**src/hw/rtl/bcfs_pkg.sv**
```systemverilog
// ----------------------------------------------------------------------------
// bcfs_pkg
// Shared types and codes for the BCD clock field setter: event opcodes,
// edit modes, display pages, RTC register numbers and the state records.
// ----------------------------------------------------------------------------
package bcfs_pkg;

  // event opcodes on the input channel
  typedef enum logic [2:0] {
    OP_MODE  = 3'd0,
    OP_UP    = 3'd1,
    OP_DOWN  = 3'd2,
    OP_BLINK = 3'd3,
    OP_LOAD  = 3'd4
  } op_t;

  // edit modes: run, then the field under edit
  localparam logic [2:0] MODE_RUN     = 3'd0;
  localparam logic [2:0] MODE_SEC     = 3'd1;
  localparam logic [2:0] MODE_MIN     = 3'd2;
  localparam logic [2:0] MODE_HOUR    = 3'd3;
  localparam logic [2:0] MODE_YEAR    = 3'd4;
  localparam logic [2:0] MODE_MONTH   = 3'd5;
  localparam logic [2:0] MODE_DAY     = 3'd6;
  localparam logic [2:0] MODE_WEEKDAY = 3'd7;

  // display pages
  localparam logic [1:0] PAGE_NORMAL  = 2'd0;
  localparam logic [1:0] PAGE_TIME    = 2'd1;
  localparam logic [1:0] PAGE_DATE    = 2'd2;
  localparam logic [1:0] PAGE_WEEKDAY = 2'd3;

  // RTC register numbers
  localparam logic [2:0] REG_SEC   = 3'd0;
  localparam logic [2:0] REG_MIN   = 3'd1;
  localparam logic [2:0] REG_HOUR  = 3'd2;
  localparam logic [2:0] REG_WDAY  = 3'd3;
  localparam logic [2:0] REG_DAY   = 3'd4;
  localparam logic [2:0] REG_MONTH = 3'd5;
  localparam logic [2:0] REG_YEAR  = 3'd6;

  // clock and calendar state
  typedef struct packed {
    logic [2:0] mode;
    logic [1:0] page;
    logic [7:0] sec;
    logic [7:0] min;
    logic [7:0] hour;
    logic [7:0] day;
    logic [7:0] month;
    logic [7:0] year;
    logic [3:0] wday;
    logic [2:0] blink;
  } clk_state_t;

  // RTC write report
  typedef struct packed {
    logic       valid;
    logic [2:0] reg_id;
    logic [7:0] data;
  } rtc_wr_t;

  // loaded fields from the RTC
  typedef struct packed {
    logic [6:0] sec;
    logic [6:0] min;
    logic [5:0] hour;
    logic [5:0] day;
    logic [4:0] month;
    logic [7:0] year;
    logic [3:0] wday;
  } load_t;

  localparam clk_state_t STATE_RESET = '{
    mode:  MODE_RUN,
    page:  PAGE_NORMAL,
    sec:   8'h00,
    min:   8'h00,
    hour:  8'h00,
    day:   8'h01,
    month: 8'h01,
    year:  8'h00,
    wday:  4'd2,
    blink: 3'b111
  };

endpackage

```
**src/hw/rtl/bcfs_step.sv**
```systemverilog
// ----------------------------------------------------------------------------
// bcfs_step
// Next-state logic for one event: mode stepping, BCD up/down adjust with
// per-field wrap, blink toggling and field load. Also forms the RTC write.
// ----------------------------------------------------------------------------
module bcfs_step (
  input  bcfs_pkg::clk_state_t cur_st,
  input  logic [2:0]           op,
  input  bcfs_pkg::load_t      ld,
  output bcfs_pkg::clk_state_t nxt_st,
  output bcfs_pkg::rtc_wr_t    wr
);
  import bcfs_pkg::*;

  // step a packed BCD byte by one, decimal value mod 256, then repack
  function automatic logic [7:0] bcd_step(input logic [7:0] v, input logic down);
    logic [7:0]  n;
    logic [15:0] prod;
    logic [4:0]  q;
    logic [7:0]  r;
    n    = 8'({4'b0, v[7:4]} * 8'd10) + {4'b0, v[3:0]};
    n    = down ? n - 8'd1 : n + 8'd1;
    // divide by ten via reciprocal, exact below 1029
    prod = {8'b0, n} * 16'd205;
    q    = prod[15:11];
    r    = n - 8'({3'b0, q} * 8'd10);
    return {q[3:0], r[3:0]};
  endfunction

  logic       down;
  logic [7:0] fld;
  logic [7:0] lo;
  logic [7:0] hi;
  logic [7:0] fld_new;
  logic [3:0] wday_new;
  logic [2:0] mode_inc;

  assign down = (op == OP_DOWN);

  // pick the field under edit with its wrap limits
  always_comb begin
    fld = cur_st.sec;
    lo  = 8'h00;
    hi  = 8'h59;
    case (cur_st.mode)
      MODE_SEC: begin
        fld = cur_st.sec;
      end
      MODE_MIN: begin
        fld = cur_st.min;
      end
      MODE_HOUR: begin
        fld = cur_st.hour;
        hi  = 8'h23;
      end
      MODE_YEAR: begin
        fld = cur_st.year;
        hi  = 8'h99;
      end
      MODE_MONTH: begin
        fld = cur_st.month;
        lo  = 8'h01;
        hi  = 8'h12;
      end
      MODE_DAY: begin
        fld = cur_st.day;
        lo  = 8'h01;
        hi  = 8'h31;
      end
      default: begin
        fld = cur_st.sec;
      end
    endcase
  end

  // wrapped adjust of the selected BCD field
  always_comb begin
    if (!down && fld == hi) begin
      fld_new = lo;
    end else if (down && fld == lo) begin
      fld_new = hi;
    end else begin
      fld_new = bcd_step(fld, down);
    end
  end

  // weekday runs 2..8
  always_comb begin
    if (down) begin
      wday_new = (cur_st.wday == 4'd2) ? 4'd8 : cur_st.wday - 4'd1;
    end else begin
      wday_new = (cur_st.wday == 4'd8) ? 4'd2 : cur_st.wday + 4'd1;
    end
  end

  assign mode_inc = cur_st.mode + 3'd1;

  // event dispatch
  always_comb begin
    nxt_st = cur_st;
    wr     = '0;
    case (op)
      OP_MODE: begin
        nxt_st.mode = mode_inc;
        case (mode_inc) inside
          [MODE_SEC:MODE_HOUR]:  nxt_st.page = PAGE_TIME;
          [MODE_YEAR:MODE_DAY]:  nxt_st.page = PAGE_DATE;
          MODE_WEEKDAY:          nxt_st.page = PAGE_WEEKDAY;
          default:               nxt_st.page = PAGE_NORMAL;
        endcase
      end
      OP_UP, OP_DOWN: begin
        nxt_st.blink = 3'b111;
        if (cur_st.mode != MODE_RUN) begin
          wr.valid = 1'b1;
          wr.data  = fld_new;
          case (cur_st.mode)
            MODE_SEC: begin
              nxt_st.sec = fld_new;
              wr.reg_id  = REG_SEC;
            end
            MODE_MIN: begin
              nxt_st.min = fld_new;
              wr.reg_id  = REG_MIN;
            end
            MODE_HOUR: begin
              nxt_st.hour = fld_new;
              wr.reg_id   = REG_HOUR;
            end
            MODE_YEAR: begin
              nxt_st.year = fld_new;
              wr.reg_id   = REG_YEAR;
            end
            MODE_MONTH: begin
              nxt_st.month = fld_new;
              wr.reg_id    = REG_MONTH;
            end
            MODE_DAY: begin
              nxt_st.day = fld_new;
              wr.reg_id  = REG_DAY;
            end
            default: begin
              nxt_st.wday = wday_new;
              wr.reg_id   = REG_WDAY;
              wr.data     = {4'b0, wday_new};
            end
          endcase
        end
      end
      OP_BLINK: begin
        case (cur_st.mode)
          MODE_SEC, MODE_YEAR:  nxt_st.blink = {2'b11, ~cur_st.blink[0]};
          MODE_MIN, MODE_MONTH: nxt_st.blink = {1'b1, ~cur_st.blink[1], 1'b1};
          MODE_HOUR, MODE_DAY:  nxt_st.blink = {~cur_st.blink[2], 2'b11};
          default:              nxt_st.blink = 3'b111;
        endcase
      end
      OP_LOAD: begin
        nxt_st.sec   = {1'b0, ld.sec};
        nxt_st.min   = {1'b0, ld.min};
        nxt_st.hour  = {2'b0, ld.hour};
        nxt_st.day   = {2'b0, ld.day};
        nxt_st.month = {3'b0, ld.month};
        nxt_st.year  = ld.year;
        nxt_st.wday  = ld.wday;
      end
      default: begin
        nxt_st = cur_st;
      end
    endcase
  end

endmodule

```
**src/hw/rtl/bcfs_view.sv**
```systemverilog
// ----------------------------------------------------------------------------
// bcfs_view
// Display page selection: picks the three shown values and their enables
// from the clock state after an event.
// ----------------------------------------------------------------------------
module bcfs_view (
  input  bcfs_pkg::clk_state_t st,
  output logic [7:0]           show_first,
  output logic [7:0]           show_second,
  output logic [7:0]           show_third,
  output logic [2:0]           enable
);
  import bcfs_pkg::*;

  logic [1:0] shown;

  // page on screen: run mode follows the page, edit modes follow the field
  always_comb begin
    case (st.mode) inside
      MODE_RUN:             shown = (st.page == PAGE_NORMAL) ? PAGE_TIME : st.page;
      [MODE_SEC:MODE_HOUR]: shown = PAGE_TIME;
      [MODE_YEAR:MODE_DAY]: shown = PAGE_DATE;
      default:              shown = PAGE_WEEKDAY;
    endcase
  end

  // value and enable mux
  always_comb begin
    case (shown)
      PAGE_TIME: begin
        show_first  = st.hour;
        show_second = st.min;
        show_third  = st.sec;
        enable      = st.blink;
      end
      PAGE_DATE: begin
        show_first  = st.day;
        show_second = st.month;
        show_third  = st.year;
        enable      = st.blink;
      end
      default: begin
        show_first  = 8'h00;
        show_second = {4'b0, st.wday};
        show_third  = 8'h00;
        enable      = {1'b0, st.blink[1], 1'b0};
      end
    endcase
  end

endmodule

```
**src/hw/rtl/bcd_clock_field_setter_unit.sv**
```systemverilog
// ----------------------------------------------------------------------------
// bcd_clock_field_setter_unit
// BCD clock and calendar with a button-driven set mode.
//
// Input channel (in_valid/in_ready) carries one event per transaction:
// mode button, up, down, blink tick, or a load of fields read back from the
// RTC. Every event produces exactly one transaction on the result channel
// (out_valid/out_ready): current mode and page, an optional RTC register
// write, and the three shown values with their display enables.
// The accepted event sits in the input register while the next-state
// logic works on it; the result register then loads the outcome and
// out_valid rises. Throughput is one event per clock while the receiver
// keeps up; the input register and the result register each advance
// whenever the stage after them is free.
// When the receiver stalls, the result register holds, then the input
// register fills and in_ready drops.
// Reset clears both valid flags and returns the clock to 00:00:00,
// day 01, month 01, year 00, weekday 2, run mode, all enables on.
// ----------------------------------------------------------------------------
module bcd_clock_field_setter_unit (
  input  logic       clk,
  input  logic       rst_n,
  input  logic       in_valid,
  output logic       in_ready,
  input  logic [2:0] in_op,
  input  logic [6:0] in_load_seconds,
  input  logic [6:0] in_load_minutes,
  input  logic [5:0] in_load_hours,
  input  logic [5:0] in_load_day,
  input  logic [4:0] in_load_month,
  input  logic [7:0] in_load_year,
  input  logic [3:0] in_load_weekday,
  output logic       out_valid,
  input  logic       out_ready,
  output logic [2:0] out_mode,
  output logic [1:0] out_page,
  output logic       out_write_valid,
  output logic [2:0] out_write_reg,
  output logic [7:0] out_write_data,
  output logic [7:0] out_show_first,
  output logic [7:0] out_show_second,
  output logic [7:0] out_show_third,
  output logic       out_enable_first,
  output logic       out_enable_second,
  output logic       out_enable_third
);
  import bcfs_pkg::*;

  logic       in_vld_r;
  logic [2:0] op_r;
  load_t      ld_r;
  clk_state_t st_r;
  clk_state_t st_nxt;
  rtc_wr_t    wr_nxt;
  logic       advance;
  logic [7:0] show1_nxt;
  logic [7:0] show2_nxt;
  logic [7:0] show3_nxt;
  logic [2:0] en_nxt;

  // result register
  logic       out_vld_r;
  logic [2:0] mode_r;
  logic [1:0] page_r;
  rtc_wr_t    wr_r;
  logic [7:0] show1_r;
  logic [7:0] show2_r;
  logic [7:0] show3_r;
  logic [2:0] en_r;

  // handshake: input stage moves when the result stage is free
  assign advance  = in_vld_r && (!out_vld_r || out_ready);
  assign in_ready = !in_vld_r || advance;

  // input register
  always_ff @(posedge clk) begin
    if (!rst_n) begin
      in_vld_r <= 1'b0;
    end else if (in_ready) begin
      in_vld_r <= in_valid;
    end
  end

  always_ff @(posedge clk) begin
    if (in_valid && in_ready) begin
      op_r       <= in_op;
      ld_r.sec   <= in_load_seconds;
      ld_r.min   <= in_load_minutes;
      ld_r.hour  <= in_load_hours;
      ld_r.day   <= in_load_day;
      ld_r.month <= in_load_month;
      ld_r.year  <= in_load_year;
      ld_r.wday  <= in_load_weekday;
    end
  end

  // event next-state logic
  bcfs_step u_step (
    .cur_st (st_r),
    .op     (op_r),
    .ld     (ld_r),
    .nxt_st (st_nxt),
    .wr     (wr_nxt)
  );

  // page formatting on the updated state
  bcfs_view u_view (
    .st          (st_nxt),
    .show_first  (show1_nxt),
    .show_second (show2_nxt),
    .show_third  (show3_nxt),
    .enable      (en_nxt)
  );

  // clock state
  always_ff @(posedge clk) begin
    if (!rst_n) begin
      st_r <= STATE_RESET;
    end else if (advance) begin
      st_r <= st_nxt;
    end
  end

  // result valid
  always_ff @(posedge clk) begin
    if (!rst_n) begin
      out_vld_r <= 1'b0;
    end else if (advance) begin
      out_vld_r <= 1'b1;
    end else if (out_ready) begin
      out_vld_r <= 1'b0;
    end
  end

  // result payload
  always_ff @(posedge clk) begin
    if (advance) begin
      mode_r  <= st_nxt.mode;
      page_r  <= st_nxt.page;
      wr_r    <= wr_nxt;
      show1_r <= show1_nxt;
      show2_r <= show2_nxt;
      show3_r <= show3_nxt;
      en_r    <= en_nxt;
    end
  end

  assign out_valid         = out_vld_r;
  assign out_mode          = mode_r;
  assign out_page          = page_r;
  assign out_write_valid   = wr_r.valid;
  assign out_write_reg     = wr_r.reg_id;
  assign out_write_data    = wr_r.data;
  assign out_show_first    = show1_r;
  assign out_show_second   = show2_r;
  assign out_show_third    = show3_r;
  assign out_enable_first  = en_r[2];
  assign out_enable_second = en_r[1];
  assign out_enable_third  = en_r[0];

endmodule
```
**config.mk**
```make
export PLATFORM = sky130hd
export DESIGN_NAME = bcd_clock_field_setter_unit
export DESIGN_NICKNAME = d
export VERILOG_FILES = /design/src/hw/rtl/bcfs_pkg.sv /design/src/hw/rtl/bcfs_step.sv /design/src/hw/rtl/bcfs_view.sv /design/src/hw/rtl/bcd_clock_field_setter_unit.sv
export SDC_FILE = /design/constraint.sdc
export NUM_CORES = 1
export LEC_CHECK = 0
export BUFFER_PORTS_ARGS = -buffer_cell sky130_fd_sc_hd__buf_4
export CORE_MARGIN = 5
export CORE_UTILIZATION = 40
export CTS_CLUSTER_DIAMETER = 60
export DETAILED_ROUTE_END_ITERATION = 8
export PLACE_DENSITY = 0.64
export SYNTH_ARGS = -nofsm -noshare
export SYNTH_HDL_FRONTEND = slang
export SYNTH_SLANG_ARGS = --single-unit
```
**constraint.sdc**
```tcl
create_clock -name clk -period 10.79 [get_ports clk]
set_input_delay 1.079 -clock clk [delete_from_list [all_inputs] [get_ports clk]]
set_output_delay 1.079 -clock clk [all_outputs]
set_load 0.02 [all_outputs]
```
==> flow_metrics.env <==
export IMPL_grt_first_pass_wirelength_microns=44400
export IMPL_whs_path_depth=2
export IMPL_vias=7842
export IMPL_synthMuxAreaShare_pct=1.78
export IMPL_r2r_slack_ns=0.87
export IMPL_rows=55
export IMPL_grt_overflow=0
export IMPL_slew_violations=0
export IMPL_setup_viol=0
export IMPL_drive_gt1_share_pct=17.9
export IMPL_period_needed_ns=9.92
export IMPL_antenna_found_initial=0
export IMPL_cp_data_required_time_ns=11.05
export IMPL_chipWidth_microns=162
export IMPL_async_flop_share_pct=0
export IMPL_status="complete, no violations"
export IMPL_arrival_ns=10.18
export IMPL_netlist_top_cells_area="edfxtp_1 (29%), dfxtp_1 (13%), ha_1 (8.6%)"
export IMPL_path_max_fanout=12
export IMPL_io_pins=96
export IMPL_rr_worst_depth=38
export IMPL_rsz0062_at_grt="false"
export IMPL_post_drt_wl_per_cell_microns=21.8
export IMPL_yosys_top_cells_count="edfxtp_1 (90), a21oi_1 (75), nand2_1 (70)"
export IMPL_nets=1129
export IMPL_tns_ns=0
export IMPL_largest_reg_flops=60
export IMPL_die_h_microns=162
export IMPL_synth_fa_ha_area_share_pct=11.4
export IMPL_top_register="st_r"
export IMPL_critPathTopFamily="adder cells"
export IMPL_r2r_start="st_r[57]"
export IMPL_hold_viol=0
export IMPL_grt_total_usage_pct=21.9
export IMPL_postRouteAntennaNets=0
export IMPL_yosys_cell_count_top_type="edfxtp_1"
export IMPL_syn_nets=1056
export IMPL_drc_errors=0
export IMPL_ys_warn_count=0
export IMPL_crit_slowest_cell="fa_1"
export IMPL_post_cts_buffers=0
export IMPL_synth_simple_gate_area_share_pct=12.0
export IMPL_postLayoutCellArea_sq_um=10900
export IMPL_synth_top_family_by_area="compound AO/OA/AOI/OAI gates"
export IMPL_holdPathEnd="out_valid"
export IMPL_end_kind="register"
export IMPL_worst_pin_slew_ns=1.12
export IMPL_critical_path_class="register to register"
export IMPL_synthToLayoutAreaGrowth_pct=17.2
export IMPL_synth_xor_area_share_pct=3.58
export IMPL_drt_iter0_markers=960
export IMPL_start_kind="register"
export IMPL_cts_htree_levels=4
export IMPL_hp_start="in_vld_r"
export IMPL_syn_cell_area_sq_um=9280
export IMPL_hpwlAfterDp_microns=21200
export IMPL_dieArea_sq_um=26400
export IMPL_hold_class="register to register"
export IMPL_cts_buffers=17
export IMPL_synth_edf_count=90
export IMPL_grt_pass1_vias=7403
export IMPL_synth_top_area_share_pct=29.1
export IMPL_clock_path_buffers=2
export IMPL_wl_microns=29000
export IMPL_reg2reg_to="out_write_data[3]"
export IMPL_io_buffer_count=95
export IMPL_place_area_sq_um=10200
export IMPL_synth_ff_type="edfxtp_1"
export IMPL_cp_num_buf_inv=8
export IMPL_reg_top3="st_r (60), ld_r (43)"
export IMPL_initial_core_util_pct=40.8
export IMPL_maxCapViolCount=0
export IMPL_yosysTopAreaCell="edfxtp_1"
export IMPL_worstSkewPairLatency_ns=0.44
export IMPL_clk_pin_slew_ns=0.07
export IMPL_avgSynthCellArea_sq_um=9.99
export IMPL_routed_via_density=5.91
export IMPL_postSynthCellCount=929
export IMPL_cts_resized=0
export IMPL_postCtsHoldBufs=0
export IMPL_gp_congestion=0.977
export IMPL_cts_tree="done"
export IMPL_synth_seq_cells=152
export IMPL_skew_ns=0.0238
export IMPL_clock_sinks=152
export IMPL_synth_cell_type_count=86
export IMPL_synth_compound_area_share_pct=23.4
export IMPL_fmax_mhz=101
export IMPL_clockRootBuffer="clkbuf_16"
export IMPL_max_stage_delay_ns=0.57
export IMPL_max_slew_margin_pct=25.5
export IMPL_core_area_sq_um=22800
export IMPL_dr_pass1_iters=5
export IMPL_antenna_cells=0
export IMPL_grt_max_degree=56
export IMPL_fin_crit_sh_pct=91.9
export IMPL_synth_seq_area_share_pct=42.5
==> per-stage QoR <==
step	setup slack [ns]	std cells	hold WS [ns]	util, %
floorplan	2.02	929	0.450	-
global placement	1.26	1296	0.468	45.0
detailed placement	0.966	1296	0.485	45.0
CTS	0.921	1328	0.506	47.8
global route	0.235	1328	0.531	47.8
finish	0.873	1328	0.510	47.8
==> cells by family (layout without fill, tap and decap cells) <==
group	count (synthesis)	count (layout)
adders and majority gates	77	77
and+or+nand+nor	223	223
buffers and inverters	117	203
muxes	14	14
AOI/OAI and AO/OA	312	312
DFF	152	152
xor gates and xnor gates	34	34
==> layer usage <==
metal	up-vias	global-route usage, %	routed length, microns
met1	3768	31.9	12900
li1	3628	-	-
met5	-	0	0
met3	57	4.23	2330
met4	0	6.57	797
met2	389	33.0	12900
==> tightest hold or removal path, stage by stage (launching register included) <==
cell and delay (ns):
dfxtp_1 0.33, nor2_1 0.10, nor2_1 0.04
==> placed cells by master, fill, tap and decap left out, types with 10 or more instances in the layout <==
cell type,synthesis,layout
nand3_1,16,16
dfxtp_1,62,62
a211oi_1,10,10
a31oi_1,11,11
clkbuf_16,0,17
nand2_1,70,70
and3_1,17,17
nor3_1,18,18
fa_1,13,13
nor2_1,53,53
inv_1,58,57
o22ai_1,25,25
xnor2_1,22,22
o211ai_1,10,10
a22o_1,27,27
ha_1,64,64
buf_4,1,110
edfxtp_1,90,90
a21oi_1,75,75
o21ai_0,58,58
a22oi_1,17,17
==> worst max-delay path by stage <==
stage / start / end / slack (ns) / cells after the start
after floorplan: st_r[57] / out_write_data[3] / 2.02 / 39
after global placement: st_r[57] / out_write_data[3] / 1.26 / 37
after detailed placement: st_r[57] / out_write_data[3] / 0.97 / 38
after CTS: st_r[57] / out_write_data[3] / 0.92 / 38
after global routing: st_r[57] / out_write_data[3] / 0.24 / 37
final: st_r[57] / out_write_data[3] / 0.87 / 38
==> layout make-up <==
| cell class | instances | area, sq um |
|---|---|---|
| Fill cell | 2133 | 11900 |
| Multi-Input combinational cell | 660 | 4850 |
| Sequential cell | 152 | 3940 |
| Timing Repair Buffer | 110 | 826 |
| Clock buffer | 17 | 425 |
| Tap cell | 313 | 392 |
| Inverter | 61 | 233 |
| Clock inverter | 15 | 206 |
Power is not shown: default switching activity piles up to over one toggle a cycle in this logic, so the estimate is an artifact.
